[src/rtl/bpc_pkg.sv]
// Package: constants, types and helpers of the button press classifier.
`timescale 1ns / 1ps
package bpc_pkg;

   localparam int NUM_BUTTONS       = 6;
   localparam int LEVEL_WIDTH       = 6;
   localparam int BUTTON_IDX_WIDTH  = 3;
   localparam int TICK_WIDTH        = 16;
   localparam int SHIFT_COUNT_WIDTH = 8;
   localparam int CSR_INDEX_WIDTH   = 2;
   localparam int CSR_DATA_WIDTH    = 16;
   localparam int REQ_TDATA_WIDTH   = 8;
   localparam int RSP_TDATA_WIDTH   = 16;

   localparam logic [SHIFT_COUNT_WIDTH-1:0] SHIFT_COUNT_MAX = 8'd255;
   localparam logic [TICK_WIDTH-1:0]        TICK_MAX        = '1;

   localparam logic [TICK_WIDTH-1:0]       LONG_THRESHOLD_RESET = 16'd2000;
   localparam logic [TICK_WIDTH-1:0]       WAKE_THRESHOLD_RESET = 16'd1500;
   localparam logic [LEVEL_WIDTH-1:0]      WAKE_LATCH_RESET     = '0;
   localparam logic [BUTTON_IDX_WIDTH-1:0] SHIFT_BUTTON_RESET   = 3'd5;

   typedef enum logic [CSR_INDEX_WIDTH-1:0] {
      CSR_LONG_THRESHOLD = 2'd0,
      CSR_WAKE_THRESHOLD = 2'd1,
      CSR_WAKE_LATCH     = 2'd2,
      CSR_SHIFT_BUTTON   = 2'd3
   } csr_index_type;

   typedef struct packed {
      logic                        found;
      logic [BUTTON_IDX_WIDTH-1:0] index;
   } pick_type;

   // Lowest pressed button among the first NUM_BUTTONS bits.
   function automatic pick_type lowest_button(input logic [LEVEL_WIDTH-1:0] bits);
      pick_type result;
      result.found = 1'b0;
      result.index = '0;
      for (int i = NUM_BUTTONS - 1; i >= 0; i--) begin
         if (bits[i]) begin
            result.found = 1'b1;
            result.index = BUTTON_IDX_WIDTH'(i);
         end
      end
      return result;
   endfunction

endpackage

[src/rtl/button_press_classifier_core.sv]
// Top level: long/short press classifier for a bank of six buttons, one tick per item.
`timescale 1ns / 1ps
// One input item is one timer tick carrying the sampled button levels. While idle the
// block latches the lowest pressed button and counts ticks while it stays held; it
// emits one event item when the button is released (short press) or when the hold
// reaches its threshold (long press, also when both happen on the same tick). On the
// first tick after reset a button set in the wake latch is taken instead, measured
// against the wake threshold. Each event reports how many short presses of the shift
// button came directly before it; the count saturates at 255 and clears on any other
// event. Every item is classified in the cycle it is accepted and its event, if any,
// sits in a single output register; a new item is taken every cycle as long as that
// register is empty or being drained, so throughput is one item per clock. Configuration
// writes take effect at the next edge; the user must make them only while no item is in
// flight, and the block itself does not enforce this.
module button_press_classifier_core (
   input  logic                                  clock,
   input  logic                                  reset,
   // tick items
   input  logic                                  req_tvalid,
   output logic                                  req_tready,
   input  logic [bpc_pkg::REQ_TDATA_WIDTH-1:0]   req_tdata,   // [5:0] button_levels
   // event items
   output logic                                  rsp_tvalid,
   input  logic                                  rsp_tready,
   output logic [bpc_pkg::RSP_TDATA_WIDTH-1:0]   rsp_tdata,   // [2:0] button_index,
                                                              // [10:3] shift_presses
   output logic                                  rsp_tuser,   // [0] long_press
   // register writes
   input  logic                                  csr_we,
   input  logic [bpc_pkg::CSR_INDEX_WIDTH-1:0]   csr_index,
   input  logic [bpc_pkg::CSR_DATA_WIDTH-1:0]    csr_wdata
);
   import bpc_pkg::*;

   // configuration registers
   logic [TICK_WIDTH-1:0]       long_threshold_ff;
   logic [TICK_WIDTH-1:0]       wake_threshold_ff;
   logic [LEVEL_WIDTH-1:0]      wake_latch_ff;
   logic [BUTTON_IDX_WIDTH-1:0] shift_button_ff;

   // classifier state
   logic                         started_ff, started_in;
   logic                         holding_ff, holding_in;
   logic [BUTTON_IDX_WIDTH-1:0]  held_button_ff, held_button_in;
   logic [TICK_WIDTH-1:0]        hold_ticks_ff, hold_ticks_in;
   logic [TICK_WIDTH-1:0]        threshold_ff, threshold_in;
   logic [SHIFT_COUNT_WIDTH-1:0] shift_count_ff, shift_count_in;

   // output register
   logic                         rsp_valid_ff, rsp_valid_in;
   logic [BUTTON_IDX_WIDTH-1:0]  rsp_button_ff, rsp_button_in;
   logic                         rsp_long_ff, rsp_long_in;
   logic [SHIFT_COUNT_WIDTH-1:0] rsp_shift_ff, rsp_shift_in;

   logic                   req_accept;
   logic [LEVEL_WIDTH-1:0] levels;
   pick_type               wake_pick;
   pick_type               level_pick;
   logic [TICK_WIDTH-1:0]  ticks_inc;
   logic                   is_long;
   logic                   pressed;
   logic                   emit;

   // Take a new tick whenever the output register is empty or drains this cycle.
   assign req_tready = !rsp_valid_ff || rsp_tready;
   assign req_accept = req_tvalid && req_tready;

   assign levels     = req_tdata[LEVEL_WIDTH-1:0];
   assign wake_pick  = lowest_button(wake_latch_ff);
   assign level_pick = lowest_button(levels);

   // Hold counter saturates at its full range.
   assign ticks_inc = (hold_ticks_ff == TICK_MAX) ? hold_ticks_ff : hold_ticks_ff + 1'b1;
   assign is_long   = ticks_inc >= threshold_ff;
   assign pressed   = levels[held_button_ff];

   always_comb begin
      started_in     = started_ff;
      holding_in     = holding_ff;
      held_button_in = held_button_ff;
      hold_ticks_in  = hold_ticks_ff;
      threshold_in   = threshold_ff;
      shift_count_in = shift_count_ff;
      emit           = 1'b0;

      if (!started_ff && wake_pick.found) begin
         // first tick after reset: adopt the wake-latched button
         started_in     = 1'b1;
         holding_in     = 1'b1;
         held_button_in = wake_pick.index;
         hold_ticks_in  = '0;
         threshold_in   = wake_threshold_ff;
      end else if (!holding_ff) begin
         started_in = 1'b1;
         if (level_pick.found) begin
            holding_in     = 1'b1;
            held_button_in = level_pick.index;
            hold_ticks_in  = '0;
            threshold_in   = long_threshold_ff;
         end
      end else begin
         started_in = 1'b1;
         if (pressed && !is_long) begin
            hold_ticks_in = ticks_inc;
         end else begin
            // release or threshold reached: close the press and emit
            emit          = 1'b1;
            holding_in    = 1'b0;
            hold_ticks_in = '0;
            if (held_button_ff == shift_button_ff && !is_long) begin
               if (shift_count_ff < SHIFT_COUNT_MAX) begin
                  shift_count_in = shift_count_ff + 1'b1;
               end
            end else begin
               shift_count_in = '0;
            end
         end
      end
   end

   // Load the output register on an accepted tick, drop the event once taken.
   always_comb begin
      rsp_valid_in  = rsp_valid_ff;
      rsp_button_in = rsp_button_ff;
      rsp_long_in   = rsp_long_ff;
      rsp_shift_in  = rsp_shift_ff;
      if (rsp_valid_ff && rsp_tready) begin
         rsp_valid_in = 1'b0;
      end
      if (req_accept && emit) begin
         rsp_valid_in  = 1'b1;
         rsp_button_in = held_button_ff;
         rsp_long_in   = is_long;
         rsp_shift_in  = shift_count_ff;
      end
   end

   always_ff @(posedge clock) begin
      if (reset) begin
         long_threshold_ff <= LONG_THRESHOLD_RESET;
         wake_threshold_ff <= WAKE_THRESHOLD_RESET;
         wake_latch_ff     <= WAKE_LATCH_RESET;
         shift_button_ff   <= SHIFT_BUTTON_RESET;
      end else if (csr_we) begin
         case (csr_index_type'(csr_index))
            CSR_LONG_THRESHOLD: long_threshold_ff <= csr_wdata[TICK_WIDTH-1:0];
            CSR_WAKE_THRESHOLD: wake_threshold_ff <= csr_wdata[TICK_WIDTH-1:0];
            CSR_WAKE_LATCH:     wake_latch_ff     <= csr_wdata[LEVEL_WIDTH-1:0];
            CSR_SHIFT_BUTTON:   shift_button_ff   <= csr_wdata[BUTTON_IDX_WIDTH-1:0];
            default: ;
         endcase
      end
   end

   always_ff @(posedge clock) begin
      if (reset) begin
         started_ff     <= 1'b0;
         holding_ff     <= 1'b0;
         held_button_ff <= '0;
         hold_ticks_ff  <= '0;
         threshold_ff   <= '0;
         shift_count_ff <= '0;
         rsp_valid_ff   <= 1'b0;
      end else begin
         if (req_accept) begin
            started_ff     <= started_in;
            holding_ff     <= holding_in;
            held_button_ff <= held_button_in;
            hold_ticks_ff  <= hold_ticks_in;
            threshold_ff   <= threshold_in;
            shift_count_ff <= shift_count_in;
         end
         rsp_valid_ff <= rsp_valid_in;
      end
   end

   // payload needs no reset
   always_ff @(posedge clock) begin
      rsp_button_ff <= rsp_button_in;
      rsp_long_ff   <= rsp_long_in;
      rsp_shift_ff  <= rsp_shift_in;
   end

   assign rsp_tvalid = rsp_valid_ff;
   assign rsp_tdata  = {{(RSP_TDATA_WIDTH - SHIFT_COUNT_WIDTH - BUTTON_IDX_WIDTH){1'b0}},
                        rsp_shift_ff, rsp_button_ff};
   assign rsp_tuser  = rsp_long_ff;

endmodule
[config.mk]
export PLATFORM = sky130hd
export DESIGN_NAME = button_press_classifier_core
export DESIGN_NICKNAME = d
export VERILOG_FILES = /design/src/rtl/bpc_pkg.sv /design/src/rtl/button_press_classifier_core.sv
export SDC_FILE = /design/constraint.sdc
export NUM_CORES = 1
export LEC_CHECK = 0
export BUFFER_PORTS_ARGS = -buffer_cell sky130_fd_sc_hd__buf_2
export CAP_MARGIN = 20
export CORE_UTILIZATION = 53
export DETAILED_ROUTE_END_ITERATION = 12
export PLACE_DENSITY = 0.75
export SLEW_MARGIN = 20
export SYNTH_ARGS = -nofsm -noshare
export SYNTH_HDL_FRONTEND = slang
export SYNTH_SLANG_ARGS = --single-unit
export TNS_END_PERCENT = 5
[constraint.sdc]
create_clock -name clock -period 3.46 [get_ports clock]
set_input_delay 0 -clock clock [delete_from_list [all_inputs] [get_ports clock]]
set_output_delay 0 -clock clock [all_outputs]
set_load 0.05 [all_outputs]
==> results of run 1 <==
kinds of logic after synthesis:
family	synth area share, %
muxes	2.93
and+or+nand+nor	23.0
xor gates and xnor gates	2.59
DFF	44.3
buffers and inverters	5.33
adders and majority gates	4.75
other	0.0791
AOI/OAI and AO/OA	17.0
Yosys cell counts (2+ instances only):
master / n
ha_1: 18
nor2_1: 47
mux2i_1: 9
a21oi_1: 38
buf_1: 2
o21ai_1: 2
nand3b_1: 3
inv_1: 25
o21ai_0: 6
or2_2: 2
a31oi_1: 20
nand2b_1: 9
and4_1: 3
clkbuf_1: 17
dfxtp_1: 87
a311oi_1: 16
nor4b_2: 2
nor3_1: 5
o21a_1: 6
a21o_1: 2
nand2_1: 119
a22o_1: 10
nand4_1: 4
a32o_1: 2
o22ai_1: 3
buf_2: 7
a211oi_1: 3
xnor2_1: 8
xor2_1: 6
buf_4: 5
edfxtp_1: 12
and3_1: 7
nand3_1: 27
mux2_2: 2
metrics by stage:
| step | hold WS (ps) | instance area, µm² | setup WS (ps) | util [%] | cells |
|---|---|---|---|---|---|
| 2_1_floorplan | 124 | 4760 | 57.2 | - | 560 |
| 3_3_place_gp | 223 | 5200 | -39.4 | 60.0 | 712 |
| 3_5_place_dp | 229 | 5200 | -233 | 60.0 | 712 |
| 4_1_cts | 34.2 | 5650 | -4.99 | 65.1 | 748 |
| 5_1_grt | 60.7 | 5710 | -54.0 | 65.8 | 751 |
| 6_report | 42.5 | 5710 | 110 | 65.8 | 751 |
per-layer routing:
metal | vias up | wire length (µm)
li1 | 2115 | -
met1 | 1937 | 4920
met2 | 106 | 5190
met3 | 16 | 490
met4 | 0 | 215
met5 | - | 0
area by class of cell:
class / instances / area [µm²] / area share (%)
Timing Repair Buffer: 98 / 682 / 11.9
Sequential cell: 99 / 2110 / 36.9
Inverter: 26 / 103 / 1.80
Clock inverter: 5 / 58.8 / 1.03
Clock buffer: 11 / 153 / 2.67
Tap cell: 108 / 135 / 2.37
Multi-Input combinational cell: 404 / 2480 / 43.3
tightest hold or removal path, stage by stage:
cell	delay (ps)
buf_2	100
nor3_1	50
a21oi_1	130
a211oi_1	70
power breakdown:
group	leakage [µW]	switching, µW	internal, µW
clock	0.000101	412	380
sequential	0.000831	35.9	1220
combinational	0.00146	250	181
total	0.00239	698	1780
cells in the final DEF, fill, tap and decap left out, types with 19 or more instances in the layout:
| master | n |
|---|---|
| inv_1 | 24 |
| nor2_1 | 45 |
| buf_4 | 36 |
| dlygate4sd3_1 | 19 |
| buf_2 | 42 |
| nand3_1 | 27 |
| a31oi_1 | 20 |
| a21oi_1 | 38 |
| dfxtp_1 | 84 |
| nand2_1 | 119 |
worst min path at each step:
| stage | depth (start not counted) | startpoint | endpoint |
|---|---|---|---|
| finish | 4 | req_tdata[1] | held_button_ff[1] |
| global route | 4 | req_tdata[1] | held_button_ff[1] |
| CTS | 4 | req_tdata[1] | held_button_ff[1] |
| detailed placement | 3 | csr_wdata[7] | wake_threshold_ff[7] |
| global placement | 3 | csr_wdata[7] | wake_threshold_ff[7] |
| floorplan | 2 | csr_wdata[10] | long_threshold_ff[10] |
sequential cells by signal (all words and copies together) (netlist names), 6 cells and up:
register           count
wake_latch_ff          6
rsp_shift_ff           8
threshold_ff          16
hold_ticks_ff         16
wake_threshold_ff     16
shift_count_ff         8
long_threshold_ff     16
timing repair:
item | CTS | global route
endpoints found under the hold margin | 44 | 0
endpoints found under the setup margin | 35 | 39
buffers inserted | 0 | 3
gates cloned | 1 | 0
pin swaps | 1 | 8
hold buffers | 19 | 0
resized for setup | 6 | 10
==> results.md, run 1 <==
- Number of antenna diodes: 0
- CP Cell Sequence: and3_1 -> buf_4 -> a311o_1 -> nor2_1 -> xor2_1 -> ha_1 -> nand2_1 -> or3_4 -> a2111oi_4 -> nor3_2 -> buf_4 -> a31oi_4 -> a31oi_1
- Post-synth EDFFs: 12
- Reg2reg start: hold_ticks_ff[9]
- Hpwl dp: 7280 µm
- Period utilization: 96.8%
- Routed vias/inst: 5.56
- Fill cells: roughly 730
- Clock Path Buffers: 2
- Cell count after synthesis: 556
- Chip width: 96.6 µm
- Final wirelength: roughly 11,000 µm
- GR Util All Layers: 23.4%
- Core Area: slightly below 9000 µm²
- Clock transition at the registers of the reported paths: about 100 ps
- Post-route ant nets: 0
- Grt peak-use layer: met2
- Root Buffer: clkbuf_8
- DRC: 0
- Final setup viols: 0
- FMAX: 299 MHz
- Fin Clk Skew: between 10 and 15 ps
- Wire length per cell: 14.4 µm
- GR Overflow Total: 0
- CTS tree: done
- Post-Syn Area: 4740 µm²
- CTS sink cnt: between 90 and 100
- Area leader, netlist: dfxtp_1
- Met3 usage: 3.25%
- Drt first-iter violations: ~210
- Vias in the first global route: 3,916
- Hold Violations, Final: 0
- Crit-path leading delay family: compound AO/OA/AOI/OAI gates
- Critical path class: register to register
- Worst path bufs/invs: 2
- Worst skew pair latency: approximately 370 ps
- Total CTS buffers: 9
- Worst setup EP type: register
- Via count: 4,174
- Met2 Usage GRT: 40.1%
- Worst r2r path cells: 13
- H-tree depth: 3
- Most frequent cell on the critical path: buf_4
- Final nets: 687
- Post-route minimum period: ~3300 ps
- Crit-path slowest cell: a2111oi_4
- Die extent in y: approximately 97 µm
- # port buffers: 42
- Initial core utilization: 54.7%
- Cell Pwr Density: 434 nW/µm²
- Setup TNS: 0 ps
- Netlist cell types: 56
- Hold Crit Class: input pin to register
- Max cap viols: 0
- Area grow syn2layout: 20.4%
- Worst-path maximum fanout: 7
- Flop2flop setup slack: 110 ps
- Top cell type's share of synthesized area: 36.7%
- Crit path launch: hold_ticks_ff[9]
- Fraction of registers with async set/reset: 0%
- Synth Register Bits: 99
- Leakage: roughly 0.0024 µW
- Largest net degree at the start of global routing: 55
- Power, Total: 2480 µW
- Worst-margin pin slew: around 1000 ps
- Drt pass-1 iters: 5
- Average size of a mapped cell: 8.53 µm²
- Num ports: 50
- Initial antenna violation count: 0
- GR Util met1: ~30%
- Critical Path Sink: shift_count_ff[5]
- CP required: 3710 ps
- Run status: finished, final reports clean
- Slew Limit Headroom: 34.2%
- Worst R2R End: shift_count_ff[5]
- Seq/Total Area, Yosys: 44.3%
- Yosys warns: 0
- Instance count on the critical path: 13
- Top_reg_cell synth: dfxtp_1
- GPL Wtd Cong: 0.853
- Die area: 9330 µm²
- Final Slew Violations: 0
- Peak supply drop: 0.234 mV
- Worst stage delay on the critical path: roughly 430 ps
- Worst Path Arrival: 3600 ps
- Worst setup SP type: register
- Share of cells above drive strength 1: between 10% and 20%
- Synth area leaders: dfxtp_1, nand2_1, edfxtp_1, ha_1, a21oi_1
- Row cnt: 34
- First-pass GRT wire length: about 18,000 µm
No activity file was read; power rests on OpenSTA's default activity.
==> run 2, diff against run 1 <==
HOLD_SLACK_MARGIN = 0.06   (was not set)
==> results.md, run 2 (same netlist as run 1, synthesis figures left out) <==
- H-tree depth: 3
- Run status: finished, final reports clean
- Worst-path maximum fanout: 7
- Clock Power Share: 32.1%
- First-pass GRT wire length: 18,000 µm
- Final hold slack: about 100 ps
- Worst skew pair latency: approximately 370 ps
- Commonest cells after routing, fill and taps aside: nand2_1, dfxtp_1, nor2_1, buf_2, a21oi_1
- Max cap viols: 0
- Cell Pwr Density: 433 nW/µm²
- Most common cell after layout, fill and taps aside: nand2_1
- Clock transition at the registers of the reported paths: 100 ps
- Final worst slack: 96.7 ps
- Power, Total: 2480 µW
- Peak supply drop: 0.233 mV
- Combinational power share: 17.4%
- Wire length per cell: 14.3 µm
- Initial core utilization: 54.7%
- CP Cell Sequence: and3_1 -> buf_4 -> a311o_1 -> nor2_1 -> xor2_1 -> ha_1 -> nand2_1 -> or3_4 -> a2111oi_4 -> nor3_2 -> buf_4 -> buf_4 -> a31oi_1 -> a31oi_1
- Crit-path leading delay family: compound AO/OA/AOI/OAI gates
- Final wirelength: 10,800 µm
- Area occupied by multi-input gates: 2480 µm²
- Share of cells above drive strength 1: 18.5%
- # port buffers: 42
- Worst-margin pin slew: 990 ps
- Hpwl dp: 7280 µm
- Leakage: 0.00239 µW
- Crit-path slowest cell: a2111oi_4
- Hold path startpoint: req_tdata[4]
- Hold Crit Class: input pin to register
- Die extent in y: 96.6 µm
- Initial antenna violation count: 0
- Place WS: -233 ps
- Final setup viols: 0
- DRC: 0
- Worst path bufs/invs: 3
- Instance count on the critical path: 14
- WHS Path Cells: 5
- Total CTS buffers: 9
- Routed vias/inst: between 5 and 6
- Crit path launch: hold_ticks_ff[9]
- Fin Clk Skew: roughly 13 ps
- CP required: 3720 ps
- Flop2flop setup slack: 100 ps
- Internal power: 1780 µW
- Endpoint of the worst hold path: held_button_ff[2]
- Most frequent cell on the critical path: buf_4
- GPL Wtd Cong: 0.853
- CTS sink cnt: 99
- GR Overflow Total: 0
- Worst setup SP type: register
- Worst R2R End: shift_count_ff[2]
- Drt pass-1 iters: 4
- FMAX: 297 MHz
- Post-route ant nets: 0
- Largest net degree at the start of global routing: 55
- Worst Path Arrival: ~3600 ps
- Sequential share of power: between 50 and 60%
- Fin cells: between 700 and 800
- Final Slew Violations: 0
- CTS tree: done
- Num ports: 50
- Critical path class: register to register
- Root Buffer: clkbuf_8
- Via count: 4,145
- Fill cells: 728
- Vias in the first global route: around 4k
- Number of antenna diodes: 0
- GR Util All Layers: 23.4%
- Final core utilization: 65.9%
- Clock Path Buffers: 2
- Period utilization: 97.2%
- Drt first-iter violations: 204
- Core Area: 8680 µm²
- Worst setup EP type: register
- Register area: around 2100 µm²
- Die area: 9330 µm²
- Sw Ratio: 28.2%
- Final nets: 688
- DP Cell Count: approximately 710
- Area grow syn2layout: 20.7%
- Worst r2r path cells: 14
- Chip width: 96.6 µm
- Hold Violations, Final: 0
- Row cnt: 34
- Slew Limit Headroom: 34.0%
- Worst stage delay on the critical path: between 400 and 500 ps
- Post-route minimum period: 3360 ps
- Sw power: 699 µW
- Reg2reg start: hold_ticks_ff[9]
## run 2: changes by cell type in the layout (fill, tap and decap cells not counted), sizes merged
cell / before / now
dlygate4sd3: 19 / 20
## run 2: repair_timing
action                     in CTS  in global routing
gates resized for setup         6                 10
hold buffers                   20                  0
cloned                          1                  0
pin swaps                       1                  8
setup buffers                   0                  3
hold endpoints to repair       45                  0
setup endpoints to repair      35                 39
## run 2: power groups by stage
stage	sequential (µW)	combinational (µW)	clock, µW
after detailed placement	1280	382	0
after CTS	1250	410	803
after global placement	1280	370	0
after floorplan	1290	265	0
after global routing	1260	479	848
final	1250	431	795
## run 2: how the worst max path moves through the flow
stage,end,slack (ps)
after floorplan,rsp_button_ff[0],60
after global placement,shift_count_ff[2],-40
after detailed placement,hold_ticks_ff[6],-230
after CTS,hold_ticks_ff[14],-5
after global routing,shift_count_ff[6],-50
final,shift_count_ff[2],100
## run 2: worst min-delay path, cell delays in order
cell and delay, ps:
buf_2 120, nor2_1 80, o22ai_1 70, o211ai_1 80, a21oi_1 70
## run 2: final cells by class
class / instances / area share [%]
clock buffers: 11 / 2.67
multi-input cells: 404 / 43.3
well taps: 108 / 2.36
flip-flops and latches: 99 / 36.8
inverters: 26 / 1.79
repair buffers: 99 / 12.1
clock inverters: 5 / 1.03
## run 2: stage by stage
stage	cell area [µm²]	setup TNS, ps
final	5720	0
after global routing	5720	-571
after CTS	5660	-4.99
after detailed placement	5200	-2370
after global placement	5200	-449
after floorplan	4760	0
## run 2: metal layers
metal,part of all wire [%],GRT usage (%),vias up
li1,-,-,2117
met1,46,30.2,1915
met2,48,40.0,98
met3,4.1,3.25,15
met4,1.9,8.38,0
met5,0,0,-
